**src/stereo_to_surround_upmix_assert.svh**
```systemverilog
// assertion helpers shared by the upmix rtl
`ifndef STEREO_TO_SURROUND_UPMIX_ASSERT_SVH
`define STEREO_TO_SURROUND_UPMIX_ASSERT_SVH

// same-cycle implication, checked out of reset
`define STSU_ASSERT_IMP(lbl, ante, cons) \
    lbl: assert property (@(posedge i_clk) disable iff (!i_rst_n) (ante) |-> (cons)) \
        else $error("upmix check failed");

// next-cycle implication, checked out of reset
`define STSU_ASSERT_NXT(lbl, ante, cons) \
    lbl: assert property (@(posedge i_clk) disable iff (!i_rst_n) (ante) |=> (cons)) \
        else $error("upmix check failed");

`endif

```
**src/stsu_pkg.sv**
```systemverilog
// ------------------------------------------------------------------
// stsu_pkg
// shared types and q31 constants of the stereo to surround upmixer
// ------------------------------------------------------------------
package stsu_pkg;

    // configuration register indexes
    localparam logic [1:0] CFG_GAIN   = 2'd0;
    localparam logic [1:0] CFG_MODE   = 2'd1;
    localparam logic [1:0] CFG_ENABLE = 2'd2;

    localparam logic [30:0] GAIN_RESET = 31'd1354970581;

    // q31 constants, rounded to nearest
    localparam logic signed [31:0] Q31_LIMIT     = 32'sd2145336164;
    localparam logic signed [31:0] Q31_GAIN_M2DB = 32'sd1705806895;
    localparam logic signed [31:0] HPF_B0 = 32'sd710028503;
    localparam logic signed [31:0] HPF_B1 = -32'sd1420057006;
    localparam logic signed [31:0] HPF_B2 = 32'sd710028503;
    localparam logic signed [31:0] HPF_A1 = -32'sd1256424982;
    localparam logic signed [31:0] HPF_A2 = 32'sd509947206;
    localparam logic signed [31:0] LPF_B0 = 32'sd3214468;
    localparam logic signed [31:0] LPF_B1 = 32'sd6428936;
    localparam logic signed [31:0] LPF_B2 = 32'sd3214468;
    localparam logic signed [31:0] LPF_A1 = -32'sd1974736625;
    localparam logic signed [31:0] LPF_A2 = 32'sd913892098;

    // control of the shared multiply-accumulate unit
    typedef struct packed {
        logic mul_en;
        logic acc_en;
        logic acc_clear;
        logic acc_sub;
    } t_mac_ctl;

endpackage

```
**src/stsu_mac.sv**
```systemverilog
// ------------------------------------------------------------------
// stsu_mac
// shared fract multiplier with saturation and a wrapping accumulator
// ------------------------------------------------------------------
module stsu_mac #(
    parameter int SAMPLE_BITS = 32,
    parameter int GUARD_BITS  = 8
) (
    input  logic                                      i_clk,
    input  logic signed [SAMPLE_BITS-1:0]             i_a,
    input  logic signed [SAMPLE_BITS-1:0]             i_b,
    input  stsu_pkg::t_mac_ctl                        i_ctl,
    output logic signed [SAMPLE_BITS-1:0]             o_prod,
    output logic signed [SAMPLE_BITS+GUARD_BITS-1:0]  o_acc
);
    import stsu_pkg::*;

    localparam int W = SAMPLE_BITS;
    localparam int F = SAMPLE_BITS - 1;
    localparam int A = SAMPLE_BITS + GUARD_BITS;

    logic signed [2*W-1:0] full;
    logic signed [W-1:0]   n_prod;
    logic signed [W-1:0]   r_prod;
    logic signed [A-1:0]   base;
    logic signed [A-1:0]   addend;
    logic signed [A-1:0]   n_acc;
    logic signed [A-1:0]   r_acc;

    always_comb begin
        full = i_a * i_b;
        // floor to F fraction bits, then saturate
        if (full[2*W-1] != full[2*W-2]) begin
            n_prod = full[2*W-1] ? {1'b1, {F{1'b0}}} : {1'b0, {F{1'b1}}};
        end else begin
            n_prod = full[2*W-2:F];
        end
        base   = i_ctl.acc_clear ? '0 : r_acc;
        addend = A'(r_prod);
        n_acc  = i_ctl.acc_sub ? base - addend : base + addend;
    end

    always_ff @(posedge i_clk) begin
        if (i_ctl.mul_en) begin
            r_prod <= n_prod;
        end
        if (i_ctl.acc_en) begin
            r_acc <= n_acc;
        end
    end

    assign o_prod = r_prod;
    assign o_acc  = r_acc;

endmodule

```
**src/stereo_to_surround_upmix.sv**
```systemverilog
// ------------------------------------------------------------------
// stereo_to_surround_upmix
// stereo sample pair in, six surround channels out
// ------------------------------------------------------------------
// input channel: i_valid / o_stall with i_left_in, i_right_in; a beat
// is taken when i_valid is high and o_stall low
// output channel: o_valid / i_stall with six channel samples; a beat
// leaves when o_valid is high and i_stall low
// one shared multiplier and accumulator runs 14 products per beat under
// a 16-step sequencer; the input takes a new beat only after the
// sequencer has finished the last one; a pass-through beat (processing
// disabled) starts on the last step and skips the products
// o_stall is high while the sequencer runs; a finished beat waits in the
// output register, so the next beat can be taken while the receiver
// stalls, and the sequencer holds on its last step until the output
// register frees up
// reset clears filter histories, loads default gain, mode 2_2_0 and
// processing on; config writes go straight into the registers
// ------------------------------------------------------------------
module stereo_to_surround_upmix #(
    parameter int SAMPLE_BITS = 32,
    parameter int GUARD_BITS  = 8
) (
    input  logic               i_clk,
    input  logic               i_rst_n,
    input  logic               i_valid,
    output logic               o_stall,
    input  logic signed [31:0] i_left_in,
    input  logic signed [31:0] i_right_in,
    output logic               o_valid,
    input  logic               i_stall,
    output logic signed [31:0] o_left_out,
    output logic signed [31:0] o_right_out,
    output logic signed [31:0] o_left_surround_out,
    output logic signed [31:0] o_right_surround_out,
    output logic signed [31:0] o_center_out,
    output logic signed [31:0] o_lfe_out,
    input  logic               i_cfg_we,
    input  logic [1:0]         i_cfg_idx,
    input  logic [30:0]        i_cfg_data
);
    import stsu_pkg::*;

    localparam int W  = SAMPLE_BITS;
    localparam int F  = SAMPLE_BITS - 1;
    localparam int A  = SAMPLE_BITS + GUARD_BITS;
    localparam int IO = 32 - SAMPLE_BITS;

    localparam logic signed [W-1:0] FMAX = {1'b0, {F{1'b1}}};
    localparam logic signed [W-1:0] FMIN = {1'b1, {F{1'b0}}};

    localparam logic signed [W-1:0] K_LIMIT = W'(Q31_LIMIT >>> IO);
    localparam logic signed [W-1:0] K_G2    = W'(Q31_GAIN_M2DB >>> IO);
    localparam logic signed [W-1:0] K_HB0 = W'(HPF_B0 >>> IO);
    localparam logic signed [W-1:0] K_HB1 = W'(HPF_B1 >>> IO);
    localparam logic signed [W-1:0] K_HB2 = W'(HPF_B2 >>> IO);
    localparam logic signed [W-1:0] K_HA1 = W'(HPF_A1 >>> IO);
    localparam logic signed [W-1:0] K_HA2 = W'(HPF_A2 >>> IO);
    localparam logic signed [W-1:0] K_LB0 = W'(LPF_B0 >>> IO);
    localparam logic signed [W-1:0] K_LB1 = W'(LPF_B1 >>> IO);
    localparam logic signed [W-1:0] K_LB2 = W'(LPF_B2 >>> IO);
    localparam logic signed [W-1:0] K_LA1 = W'(LPF_A1 >>> IO);
    localparam logic signed [W-1:0] K_LA2 = W'(LPF_A2 >>> IO);

    localparam logic signed [A-1:0] LIM_HI = A'(K_LIMIT);
    localparam logic signed [A-1:0] LIM_LO = -A'(K_LIMIT);

    typedef enum logic [3:0] {
        S_MUL_LO, S_MUL_RO, S_MUL_SL, S_MUL_SR,
        S_HB0, S_HB1, S_HB2, S_HA1, S_HA2,
        S_LB0, S_LB1, S_LB2, S_LA1, S_LA2,
        S_LACC, S_DONE
    } t_step;

    // config and control
    logic [30:0] r_gain;
    logic [1:0]  r_mode;
    logic        r_enable;
    logic        r_busy;
    logic        r_byp;
    logic        r_ov;
    t_step       r_step;
    t_step       n_step;

    // filter histories
    logic signed [W-1:0] r_hx0, r_hx1, r_hy0, r_hy1;
    logic signed [W-1:0] r_lx0, r_lx1, r_ly0, r_ly1;

    // per-beat payload
    logic signed [31:0]  r_lin, r_rin;
    logic signed [W-1:0] r_lo, r_ro, r_sl, r_sr, r_hx, r_rs, r_c, r_lx, r_ls;
    logic signed [31:0]  r_o_l, r_o_r, r_o_ls, r_o_rs, r_o_c, r_o_lfe;

    logic                in_acc;
    logic                can_out;
    logic                fin;
    t_mac_ctl            ctl;
    logic signed [W-1:0] op_a, op_b;
    logic signed [W-1:0] prod;
    logic signed [A-1:0] acc;
    logic signed [A-1:0] acc_shl;
    logic signed [W-1:0] y_sat;
    logic signed [A-1:0] c_sum, l_dif;
    logic signed [W-1:0] c_lim, l_lim;
    logic signed [W-1:0] r_in_s, gain_op;

    assign in_acc  = i_valid && !r_busy;
    assign can_out = !r_ov || !i_stall;
    assign fin     = r_busy && (r_step == S_DONE) && can_out;
    assign o_stall = r_busy;
    assign n_step  = t_step'(r_step + 4'd1);

    assign r_in_s  = r_rin[31:IO];
    assign gain_op = $signed({1'b0, r_gain[30:IO]});

    always_comb begin
        ctl.mul_en    = r_busy && (r_step <= S_LA2);
        ctl.acc_en    = r_busy && (r_step >= S_HB1) && (r_step <= S_LACC);
        ctl.acc_clear = (r_step == S_HB1) || (r_step == S_LB1);
        ctl.acc_sub   = (r_step == S_HA2) || (r_step == S_LB0) ||
                        (r_step == S_LA2) || (r_step == S_LACC);
        unique case (r_step)
            S_MUL_LO: begin op_a = r_lin[31:IO];   op_b = gain_op; end
            S_MUL_RO: begin op_a = r_in_s;         op_b = gain_op; end
            S_MUL_SL: begin op_a = r_lo >>> 2;     op_b = K_G2;    end
            S_MUL_SR: begin op_a = r_ro >>> 2;     op_b = K_G2;    end
            S_HB0:    begin op_a = r_hx;           op_b = K_HB0;   end
            S_HB1:    begin op_a = r_hx0;          op_b = K_HB1;   end
            S_HB2:    begin op_a = r_hx1;          op_b = K_HB2;   end
            S_HA1:    begin op_a = r_hy0;          op_b = K_HA1;   end
            S_HA2:    begin op_a = r_hy1;          op_b = K_HA2;   end
            S_LB0:    begin op_a = r_lx;           op_b = K_LB0;   end
            S_LB1:    begin op_a = r_lx0;          op_b = K_LB1;   end
            S_LB2:    begin op_a = r_lx1;          op_b = K_LB2;   end
            S_LA1:    begin op_a = r_ly0;          op_b = K_LA1;   end
            S_LA2:    begin op_a = r_ly1;          op_b = K_LA2;   end
            default:  begin op_a = '0;             op_b = '0;      end
        endcase
    end

    stsu_mac #(
        .SAMPLE_BITS (SAMPLE_BITS),
        .GUARD_BITS  (GUARD_BITS)
    ) u_mac (
        .i_clk  (i_clk),
        .i_a    (op_a),
        .i_b    (op_b),
        .i_ctl  (ctl),
        .o_prod (prod),
        .o_acc  (acc)
    );

    always_comb begin
        // biquad output: double the accumulator, then saturate
        acc_shl = acc <<< 1;
        if ((&acc_shl[A-1:F]) || !(|acc_shl[A-1:F])) begin
            y_sat = acc_shl[W-1:0];
        end else begin
            y_sat = acc_shl[A-1] ? FMIN : FMAX;
        end
        c_sum = (A'(r_sl) + A'(r_sr)) <<< 2;
        l_dif = (A'(r_sl) - A'(r_sr)) <<< 2;
        priority if (c_sum > LIM_HI) c_lim = K_LIMIT;
        else if (c_sum < LIM_LO)     c_lim = -K_LIMIT;
        else                         c_lim = c_sum[W-1:0];
        priority if (l_dif > LIM_HI) l_lim = K_LIMIT;
        else if (l_dif < LIM_LO)     l_lim = -K_LIMIT;
        else                         l_lim = l_dif[W-1:0];
    end

    // sequencer, config and filter state
    always_ff @(posedge i_clk) begin
        if (!i_rst_n) begin
            r_gain   <= GAIN_RESET;
            r_mode   <= 2'd0;
            r_enable <= 1'b1;
            r_busy   <= 1'b0;
            r_byp    <= 1'b0;
            r_ov     <= 1'b0;
            r_step   <= S_MUL_LO;
            r_hx0 <= '0; r_hx1 <= '0; r_hy0 <= '0; r_hy1 <= '0;
            r_lx0 <= '0; r_lx1 <= '0; r_ly0 <= '0; r_ly1 <= '0;
        end else begin
            if (i_cfg_we) begin
                unique case (i_cfg_idx)
                    CFG_GAIN:   r_gain   <= i_cfg_data;
                    CFG_MODE:   r_mode   <= i_cfg_data[1:0];
                    CFG_ENABLE: r_enable <= i_cfg_data[0];
                    default:    ;
                endcase
            end
            if (in_acc) begin
                r_busy <= 1'b1;
                r_byp  <= !r_enable;
                r_step <= r_enable ? S_MUL_LO : S_DONE;
            end else if (fin) begin
                r_busy <= 1'b0;
                r_step <= S_MUL_LO;
            end else if (r_busy && r_step != S_DONE) begin
                r_step <= n_step;
            end
            if (fin) begin
                r_ov <= 1'b1;
            end else if (r_ov && !i_stall) begin
                r_ov <= 1'b0;
            end
            if (r_busy && r_step == S_LB1) begin
                r_hx1 <= r_hx0; r_hx0 <= r_hx;
                r_hy1 <= r_hy0; r_hy0 <= y_sat;
            end
            if (fin && !r_byp && r_mode[0]) begin
                r_lx1 <= r_lx0; r_lx0 <= r_lx;
                r_ly1 <= r_ly0; r_ly0 <= y_sat;
            end
        end
    end

    // beat payload
    always_ff @(posedge i_clk) begin
        if (in_acc) begin
            r_lin <= i_left_in;
            r_rin <= i_right_in;
        end
        if (r_busy) begin
            unique case (r_step)
                S_MUL_RO: r_lo <= prod;
                S_MUL_SL: begin
                    r_ro <= prod;
                    r_hx <= (r_lo == FMIN) ? FMAX : -r_lo;
                end
                S_MUL_SR: begin
                    r_sl <= prod;
                    r_rs <= (r_ro == FMIN) ? FMAX : -r_ro;
                end
                S_HB0:    r_sr <= prod;
                S_HB1: begin
                    r_c  <= c_lim;
                    r_lx <= l_lim;
                end
                S_LB1:    r_ls <= y_sat;
                default:  ;
            endcase
        end
        if (fin) begin
            if (r_byp) begin
                r_o_l   <= r_lin;
                r_o_r   <= r_rin;
                r_o_ls  <= '0;
                r_o_rs  <= '0;
                r_o_c   <= '0;
                r_o_lfe <= '0;
            end else begin
                r_o_l   <= 32'(r_lo) <<< IO;
                r_o_r   <= 32'(r_ro) <<< IO;
                r_o_ls  <= 32'(r_ls) <<< IO;
                r_o_rs  <= 32'(r_rs) <<< IO;
                r_o_c   <= r_mode[1] ? 32'(r_c) <<< IO : '0;
                r_o_lfe <= r_mode[0] ? 32'(y_sat) <<< IO : '0;
            end
        end
    end

    assign o_valid              = r_ov;
    assign o_left_out           = r_o_l;
    assign o_right_out          = r_o_r;
    assign o_left_surround_out  = r_o_ls;
    assign o_right_surround_out = r_o_rs;
    assign o_center_out         = r_o_c;
    assign o_lfe_out            = r_o_lfe;

    `include "stereo_to_surround_upmix_assert.svh"

    `STSU_ASSERT_NXT(a_accept_busy, in_acc, r_busy)
    `STSU_ASSERT_NXT(a_run_holds, r_busy && r_step != S_DONE, r_busy)
    `STSU_ASSERT_NXT(a_finish_shows, fin, o_valid && !r_busy)
    `STSU_ASSERT_IMP(a_idle_step, !r_busy, r_step == S_MUL_LO)

endmodule
```
**config.mk**
```make
export PLATFORM = sky130hd
export DESIGN_NAME = stereo_to_surround_upmix
export DESIGN_NICKNAME = d
export VERILOG_FILES = /design/src/stsu_pkg.sv /design/src/stsu_mac.sv /design/src/stereo_to_surround_upmix.sv
export VERILOG_INCLUDE_DIRS = /design/src /design/src/src
export SDC_FILE = /design/constraint.sdc
export NUM_CORES = 2
export LEC_CHECK = 0
export BUFFER_PORTS_ARGS = -buffer_cell sky130_fd_sc_hd__buf_2
export CAP_MARGIN = 20
export CORE_ASPECT_RATIO = 1.4
export CORE_MARGIN = 10
export CORE_UTILIZATION = 47
export DETAILED_ROUTE_END_ITERATION = 8
export PLACE_DENSITY_LB_ADDON = 0.2
export SLEW_MARGIN = 20
export SYNTH_ARGS = -nofsm -noshare
export SYNTH_HDL_FRONTEND = slang
export SYNTH_SLANG_ARGS = --single-unit
```
**constraint.sdc**
```tcl
create_clock -name i_clk -period 10.2 [get_ports i_clk]
set_clock_uncertainty 0.05 [all_clocks]
set_input_delay 1.53 -clock i_clk [delete_from_list [all_inputs] [get_ports i_clk]]
set_output_delay 1.53 -clock i_clk [all_outputs]
set_load 0.02 [all_outputs]
```
After elaboration in Yosys (flattened, before gate mapping) --
Cells that the tools add are included.
Cells by class: $mul 1, eq/ne operators 21, bitwise gates (word level) 2, mux-type cells 20, magnitude comparators 7, add/sub/neg operators 7, reduce and logical (&&, ||, !) cells 47
Operators by type and width (count):
- case mux 32 bit (14 select lines) | 1
- case mux 32 bit (10 select lines) | 1
- 2-to-1 mux 32 bit | 8
- 2-to-1 mux 40 bit | 2
- greater-than comparator 35 x 32 -> 1 bit, second input constant | 2
- < comparator 35 x 32 -> 1 bit, second input constant | 2
- == test 32 bit, second input constant | 2
- multiplier 32 x 32 -> 64 bit | 1
- negator 32 bit | 2
- adder 40 x 32 -> 40 bit | 1
- subtractor 40 x 32 -> 40 bit | 1
- adder 32 x 32 -> 33 bit | 1
- subtractor 32 x 32 -> 33 bit | 1
- == test 4 bit, second input constant | 8
- AND reduction 2 bit | 9
- == test 4 x 3 -> 1 bit, second input constant | 4
- 2-to-1 mux 4 bit | 4
- OR reduction 2 bit | 8
- logical AND 1 bit | 11
- AND reduction 9 bit | 1
- OR reduction 9 bit | 1
- == test 4 x 2 -> 1 bit, second input constant | 2
- less-or-equal comparator 4 bit, second input constant | 2
- logical NOT 1 bit | 6
- 14 further kinds | 24
Storage, ports and cells: output and inout port bits 194, logic and storage cells 141, bits of input ports 102, flip-flop bits (word level) 913

Longest topological paths before layout --
depth in word-level cells 6, depth in mapped cells 42, gate-level depth less buffers 37

By module --
A second synthesis with hierarchy kept.
Second synthesis, totals: cells, all modules 7885, area, all modules 79274.8 µm²
By module, submodules not included:
- stsu_mac | area each 40700.3 µm², cells each 4292, instances 1
- stereo_to_surround_upmix | area each 38574.5 µm², cells each 3593, instances 1

Worst setup path after synthesis --
No wires, ideal clock.
path kind register to register, start point register r_step[0], end point register u_mac.r_prod[10] (netlist: u_mac.o_prod[10]), data pin, stages on the path, launching flop included 38, data arrival time 10.009 ns, setup time 0.261 ns, path slack -0.119 ns, path buffers 5, cell sequence dfxtp_1 > inv_1 > ha_1 > clkbuf_1 > inv_1 > nor2_1 > clkbuf_1 > buf_1 > a22oi_1 > a41oi_1 > clkbuf_1 > nand2_1 > inv_1 > fa_1 > inv_1 > fa_1 > inv_1 > fa_1 > [... 2 more ...] > fa_1 > inv_1 > fa_1 > inv_1 > fa_1 > inv_1 > fa_1 > ha_1 > and3_1 > and2_1 > and3_1 > nand2_1 > o221ai_1 > o31ai_1 > o21ai_0 > xnor2_2 > buf_2 > maj3_2
On the way: longest elaborated chain between the ends 6
RTL lines:
- from (decl) | RTL line stereo_to_surround_upmix.sv:82 | t_step r_step;
- from (signal assigned) | RTL line stereo_to_surround_upmix.sv:195 | r_step <= r_enable ? S_MUL_LO : S_DONE;
- from (signal assigned) | RTL line stereo_to_surround_upmix.sv:200 | r_step <= n_step;
- == test 4 bit (tied with other cells) | RTL line stereo_to_surround_upmix.sv:122 | unique case (r_step)
- OR reduction 2 bit (no source line)
- case mux 32 bit (10 select lines) | RTL line stereo_to_surround_upmix.sv:122
- multiplier 32 x 32 -> 64 bit (*) | RTL line stsu_mac.sv:31 | full = i_a * i_b;
- 2-to-1 mux 32 bit / inequality test 1 bit (equally long branches) | RTL line stsu_mac.sv:34, stsu_mac.sv:33
- 2-to-1 mux 32 bit (*) | RTL line stsu_mac.sv:33 | if (full[2*W-1] != full[2*W-2]) begin
- net u_mac.n_prod[10] | RTL line stsu_mac.sv:23 | logic signed [W-1:0] n_prod;
- to (signal assigned) | RTL line stsu_mac.sv:45 | r_prod <= n_prod;
- to (decl) | RTL line stsu_mac.sv:24 | logic signed [W-1:0] r_prod;
The timed path passes the listed nets; every way through them passes the cells marked *. A chain may end at the register's enable or synchronous reset.

Worst setup path in the final report --
start point register r_step[1], end point register u_mac.r_prod[25] (netlist: u_mac.o_prod[25]), data pin
Same word-level chain as after synthesis.

==> impl_results.html <==
<table>
<tr><th>Metric</th><th>Value</th></tr>
<tr><th colspan="2">Routing</th></tr>
<tr><td>Number of design-rule violations left by the first detailed-router iteration</td><td>about 5500</td></tr>
<tr><td>Routed wire length on met3</td><td>between 20000 and 25000 um</td></tr>
<tr><td>Top routing layer in use</td><td>met5</td></tr>
<tr><td>Number of remaining DRC errors</td><td>0</td></tr>
<tr><td>Vias per std cell</td><td>5.68</td></tr>
<tr><td>Iteration count of the initial detailed-routing pass</td><td>6</td></tr>
<tr><td>Met1 wire length</td><td>roughly 110000 um</td></tr>
<tr><td>Vias after detailed routing</td><td>about 62000</td></tr>
<tr><td>Antenna-violating nets left</td><td>0</td></tr>
<tr><td>Met2 routed WL</td><td>roughly 150000 um</td></tr>
<tr><td>Final routed wirelength across all metal layers</td><td>between 200000 and 300000 um</td></tr>
<tr><td>DR WL/cell</td><td>roughly 27 um</td></tr>
<tr><th colspan="2">Yosys</th></tr>
<tr><td>Biggest area contributors in the synthesized netlist</td><td>sky130_fd_sc_hd__fa_1 (28%), sky130_fd_sc_hd__edfxtp_1 (24%), sky130_fd_sc_hd__dfxtp_1 (7.5%)</td></tr>
<tr><td>Count of flip-flops with a built-in enable after synthesis</td><td>609</td></tr>
<tr><td>Most used flip-flop cell after synthesis</td><td>sky130_fd_sc_hd__edfxtp_1</td></tr>
<tr><td>Cell accounting for the most synthesized area</td><td>sky130_fd_sc_hd__fa_1</td></tr>
<tr><td>Cell area after synthesis</td><td>about 80000 um^2</td></tr>
<tr><td>Avg Inst Size Synth</td><td>around 10 um^2</td></tr>
<tr><td>Yosys top cell area share</td><td>27.9%</td></tr>
<tr><td>Fraction of registers with async set/reset</td><td>0%</td></tr>
<tr><td>Number of warnings issued by yosys</td><td>0</td></tr>
<tr><td>Synthesized netlist cell count</td><td>7884</td></tr>
<tr><td>Count of different cell masters after synthesis</td><td>90</td></tr>
<tr><td>Sequential element share of the synthesized area</td><td>31.1%</td></tr>
<tr><td>Synthesis-stage register bit count</td><td>roughly 900</td></tr>
<tr><th colspan="2">Timing</th></tr>
<tr><td>Slew at the pin closest to its max-slew limit</td><td>roughly 1.2 ns</td></tr>
<tr><td>Final setup violating endpoints</td><td>31</td></tr>
<tr><td>Final hold violation count</td><td>0</td></tr>
<tr><td>Final setup slack of the worst path</td><td>-0.165 ns</td></tr>
<tr><td>Highest clock frequency the design can meet</td><td>approximately 96 MHz</td></tr>
<tr><td>Unrepaired setup endpoints after global routing</td><td>true</td></tr>
<tr><td>Remaining max-slew budget at the tightest pin</td><td>roughly 18%</td></tr>
<tr><td>Post-route fraction of the period consumed by the critical path</td><td>102%</td></tr>
<tr><td>Period minus WS final</td><td>10.36 ns</td></tr>
<tr><td>Post-Route Setup TNS</td><td>-4.41 ns</td></tr>
<tr><td>Number of max-slew violations in the final report</td><td>0</td></tr>
<tr><th colspan="2">Clock tree</th></tr>
<tr><td>Clock-pin transition on the worst setup and hold timing paths</td><td>roughly 0.07 ns</td></tr>
<tr><td>Clock network latency to the later pin of the worst-skew pair</td><td>around 0.73 ns</td></tr>
<tr><td>Maximum count of clock buffers along a single path</td><td>3</td></tr>
<tr><td>Number of CTS-inserted buffers</td><td>86</td></tr>
<tr><td>Clk sinks</td><td>around 900</td></tr>
<tr><td>H-Tree Depth</td><td>3</td></tr>
<tr><td>Clock tree from TritonCTS</td><td>yes</td></tr>
<tr><td>CTS root buf</td><td>sky130_fd_sc_hd__clkbuf_16</td></tr>
<tr><th colspan="2">Run status</th></tr>
<tr><td>Violations in the final reports</td><td>setup timing</td></tr>
<tr><td>Status</td><td>finished, violations left</td></tr>
<tr><th colspan="2">Layout</th></tr>
<tr><td>Share of layout cells above drive strength 1</td><td>19.3%</td></tr>
<tr><td>Number of fill cells in the layout</td><td>about 15000</td></tr>
<tr><td>Post-Layout Inst Area</td><td>92500 um^2</td></tr>
<tr><td>Number of nets in the finished design</td><td>10200</td></tr>
<tr><td>Area Overhead vs Synth</td><td>18.9%</td></tr>
<tr><td>Flip-flop count of the largest register after layout</td><td>39</td></tr>
<tr><th colspan="2">Setup path</th></tr>
<tr><td>Cell at the slowest stage of the critical path</td><td>sky130_fd_sc_hd__fa_1</td></tr>
<tr><td>Launch point of the critical path</td><td>r_step[1]</td></tr>
<tr><td>Bufs and invs on worst path</td><td>11</td></tr>
<tr><td>Worst reg2reg startpoint</td><td>r_step[1]</td></tr>
<tr><td>Worst setup path category</td><td>flip-flop to flip-flop</td></tr>
<tr><td>Peak fanout along the critical path</td><td>20</td></tr>
<tr><td>Setup slack on the worst flop-to-flop path</td><td>-0.16 ns</td></tr>
<tr><td>Required time worst endpoint</td><td>~11 ns</td></tr>
<tr><td>Largest stage delay on the critical path</td><td>0.58 ns</td></tr>
<tr><td>Most common cell type on the critical path</td><td>sky130_fd_sc_hd__fa_1</td></tr>
<tr><td>Sort of element at the end of the critical path</td><td>flip-flop</td></tr>
<tr><td>End of the worst register-to-register path</td><td>u_mac.o_prod[25]</td></tr>
<tr><td>Reg2Reg Depth</td><td>39</td></tr>
<tr><td>Kind of cell with the highest combined delay on the critical path</td><td>adder cells</td></tr>
<tr><td>Worst setup SP type</td><td>flip-flop</td></tr>
<tr><td>Arrival time of data at the critical path endpoint</td><td>roughly 11 ns</td></tr>
<tr><th colspan="2">Die</th></tr>
<tr><td># IOs</td><td>between 200 and 300</td></tr>
<tr><td>Initial core utilization</td><td>47.3%</td></tr>
<tr><td>Std cell rows</td><td>around 180</td></tr>
<tr><td>Placeable core region</td><td>164000 um^2</td></tr>
<tr><td>Floorplan die area</td><td>182000 um^2</td></tr>
<tr><td>Chip Width</td><td>364 um</td></tr>
<tr><td>Die Ht</td><td>between 500 and 600 um</td></tr>
<tr><th colspan="2">Global routing</th></tr>
<tr><td>Pin count of the biggest net entering global routing</td><td>114</td></tr>
<tr><td>Leftover overflow at the end of global routing</td><td>0</td></tr>
<tr><td>Total routing usage reported by global routing</td><td>31.9%</td></tr>
<tr><td>Global-route wire length before repair</td><td>426000 um</td></tr>
<tr><td>Initial antenna violation count</td><td>10</td></tr>
<tr><td>Via count of the first global-routing pass</td><td>approximately 64000</td></tr>
<tr><th colspan="2">Hold path</th></tr>
<tr><td>Hold EP</td><td>r_lx1[4]</td></tr>
<tr><td>Hold Crit Class</td><td>flip-flop to flip-flop</td></tr>
<tr><td>Min-Delay Path Depth</td><td>2</td></tr>
<tr><td>Start point of the worst hold path</td><td>r_lx1[4]</td></tr>
<tr><th colspan="2">Run</th></tr>
<tr><td># Max-Cap Violations</td><td>0</td></tr>
<tr><th colspan="2">Place</th></tr>
<tr><td>Half-perimeter wire length after placement</td><td>237000 um</td></tr>
<tr><td>Placement-stage cell area</td><td>87400 um^2</td></tr>
<tr><td>Count of buffers from port buffering</td><td>around 290</td></tr>
<tr><td>Routability congestion estimate</td><td>slightly above 1</td></tr>
</table>
-- worst max-delay path by stage --
stage / end / slack (ns) / depth (start not counted)
finish: u_mac.o_prod[25] / -0.16 / 39
CTS: u_mac.o_prod[23] / -0.14 / 37
detailed placement: u_mac.o_prod[0] / -0.67 / 38
global placement: u_mac.o_prod[0] / -0.67 / 38
global route: u_mac.o_prod[19] / -0.37 / 40
floorplan: u_mac.o_prod[10] / 0.03 / 35
-- layout make-up --
class	instances	area [um^2]	share of cell area [%]
antenna	10	25.0	0.0271
tap	2136	2670	2.89
clock inverter	60	699	0.756
timing repair buffer	1170	9200	9.95
clock buffer	102	2420	2.62
sequential	902	24200	26.1
multi-input combinational	5354	48800	52.7
inverter	1204	4550	4.92
-- synthesized netlist by cell type (30+ instances only) --
cell                       count
sky130_fd_sc_hd__and3_1       30
sky130_fd_sc_hd__a21o_1       60
sky130_fd_sc_hd__o21bai_1     38
sky130_fd_sc_hd__a22oi_1     119
sky130_fd_sc_hd__a221oi_1     47
sky130_fd_sc_hd__nor4_1       35
sky130_fd_sc_hd__o211a_1      62
sky130_fd_sc_hd__o21ai_0     122
sky130_fd_sc_hd__nand2b_1     44
sky130_fd_sc_hd__inv_1      1200
sky130_fd_sc_hd__a22o_1       42
sky130_fd_sc_hd__nand3_1      81
sky130_fd_sc_hd__a21oi_1     239
sky130_fd_sc_hd__edfxtp_1    609
sky130_fd_sc_hd__maj3_2       30
sky130_fd_sc_hd__ha_1        291
sky130_fd_sc_hd__mux2_2       60
sky130_fd_sc_hd__xnor2_1     137
sky130_fd_sc_hd__nand2_1    1305
sky130_fd_sc_hd__nor3_1       69
sky130_fd_sc_hd__nor2_1      585
sky130_fd_sc_hd__nor2b_1      97
sky130_fd_sc_hd__a31oi_1      43
sky130_fd_sc_hd__buf_1        35
sky130_fd_sc_hd__xor2_1       87
sky130_fd_sc_hd__clkbuf_1    370
sky130_fd_sc_hd__a21boi_0    218
sky130_fd_sc_hd__fa_1       1084
sky130_fd_sc_hd__and2_1      107
sky130_fd_sc_hd__dfxtp_1     293
-- per-layer routing --
| metal | vias to the layer above | GRT usage, % |
|---|---|---|
| met1 | 31500 | 36.9 |
| met4 | 2 | 22.0 |
| met2 | 2824 | 54.4 |
| met3 | 756 | 4.58 |
| li1 | 27000 | - |
| met5 | - | 0 |
-- metrics by stage --
stage	hold slack [ns]	cells	util (%)	setup slack, ns
2_1_floorplan	0.382	7885	-	0.0325
3_3_place_gp	0.403	10700	53.1	-0.671
3_5_place_dp	0.410	10700	53.1	-0.670
4_1_cts	0.416	10900	55.5	-0.139
5_1_grt	0.442	10900	56.2	-0.366
6_report	0.418	10900	56.2	-0.165
-- timing repair --
action	CTS	global route
gates resized for setup	110	186
pin swaps	42	73
setup buffers	20	45
cloned	5	10
hold buffers	0	0
setup endpoints to repair	32	32
-- cells in the final DEF (no fill, tap or decap), types with 224 or more instances in the layout --
cell type,count
sky130_fd_sc_hd__ha_1,275
sky130_fd_sc_hd__inv_1,1168
sky130_fd_sc_hd__buf_4,755
sky130_fd_sc_hd__edfxtp_1,609
sky130_fd_sc_hd__a21oi_1,224
sky130_fd_sc_hd__buf_2,295
sky130_fd_sc_hd__nor2_1,565
sky130_fd_sc_hd__dfxtp_1,288
sky130_fd_sc_hd__nand2_1,1289
sky130_fd_sc_hd__fa_1,1042
-- cell families (layout without fill, tap and decap cells) --
kind of cell             count (synthesis)  count (layout)  share of synthesized area (%)
AND/OR/NAND/NOR                       2472            2473                           13.7
buffers and inverters                 1630            2536                           7.91
adder cells (fa/ha/maj)               1406            1406                           33.0
AO/OA/AOI/OAI                         1169            1169                           10.6
flip-flops                             902             902                           31.1
XOR/XNOR                               225             225                           2.54
multiplexers                            79              79                           1.13
other                                    1              12                        0.00482
-- worst min-delay path, stage by stage, from the launching register on --
cell and delay [ns]:
sky130_fd_sc_hd__dfxtp_1 0.31, sky130_fd_sc_hd__nand2_1 0.05, sky130_fd_sc_hd__a21boi_0 0.06
Power is not shown: default switching activity piles up to over one toggle a cycle in this logic, so the estimate is an artifact.
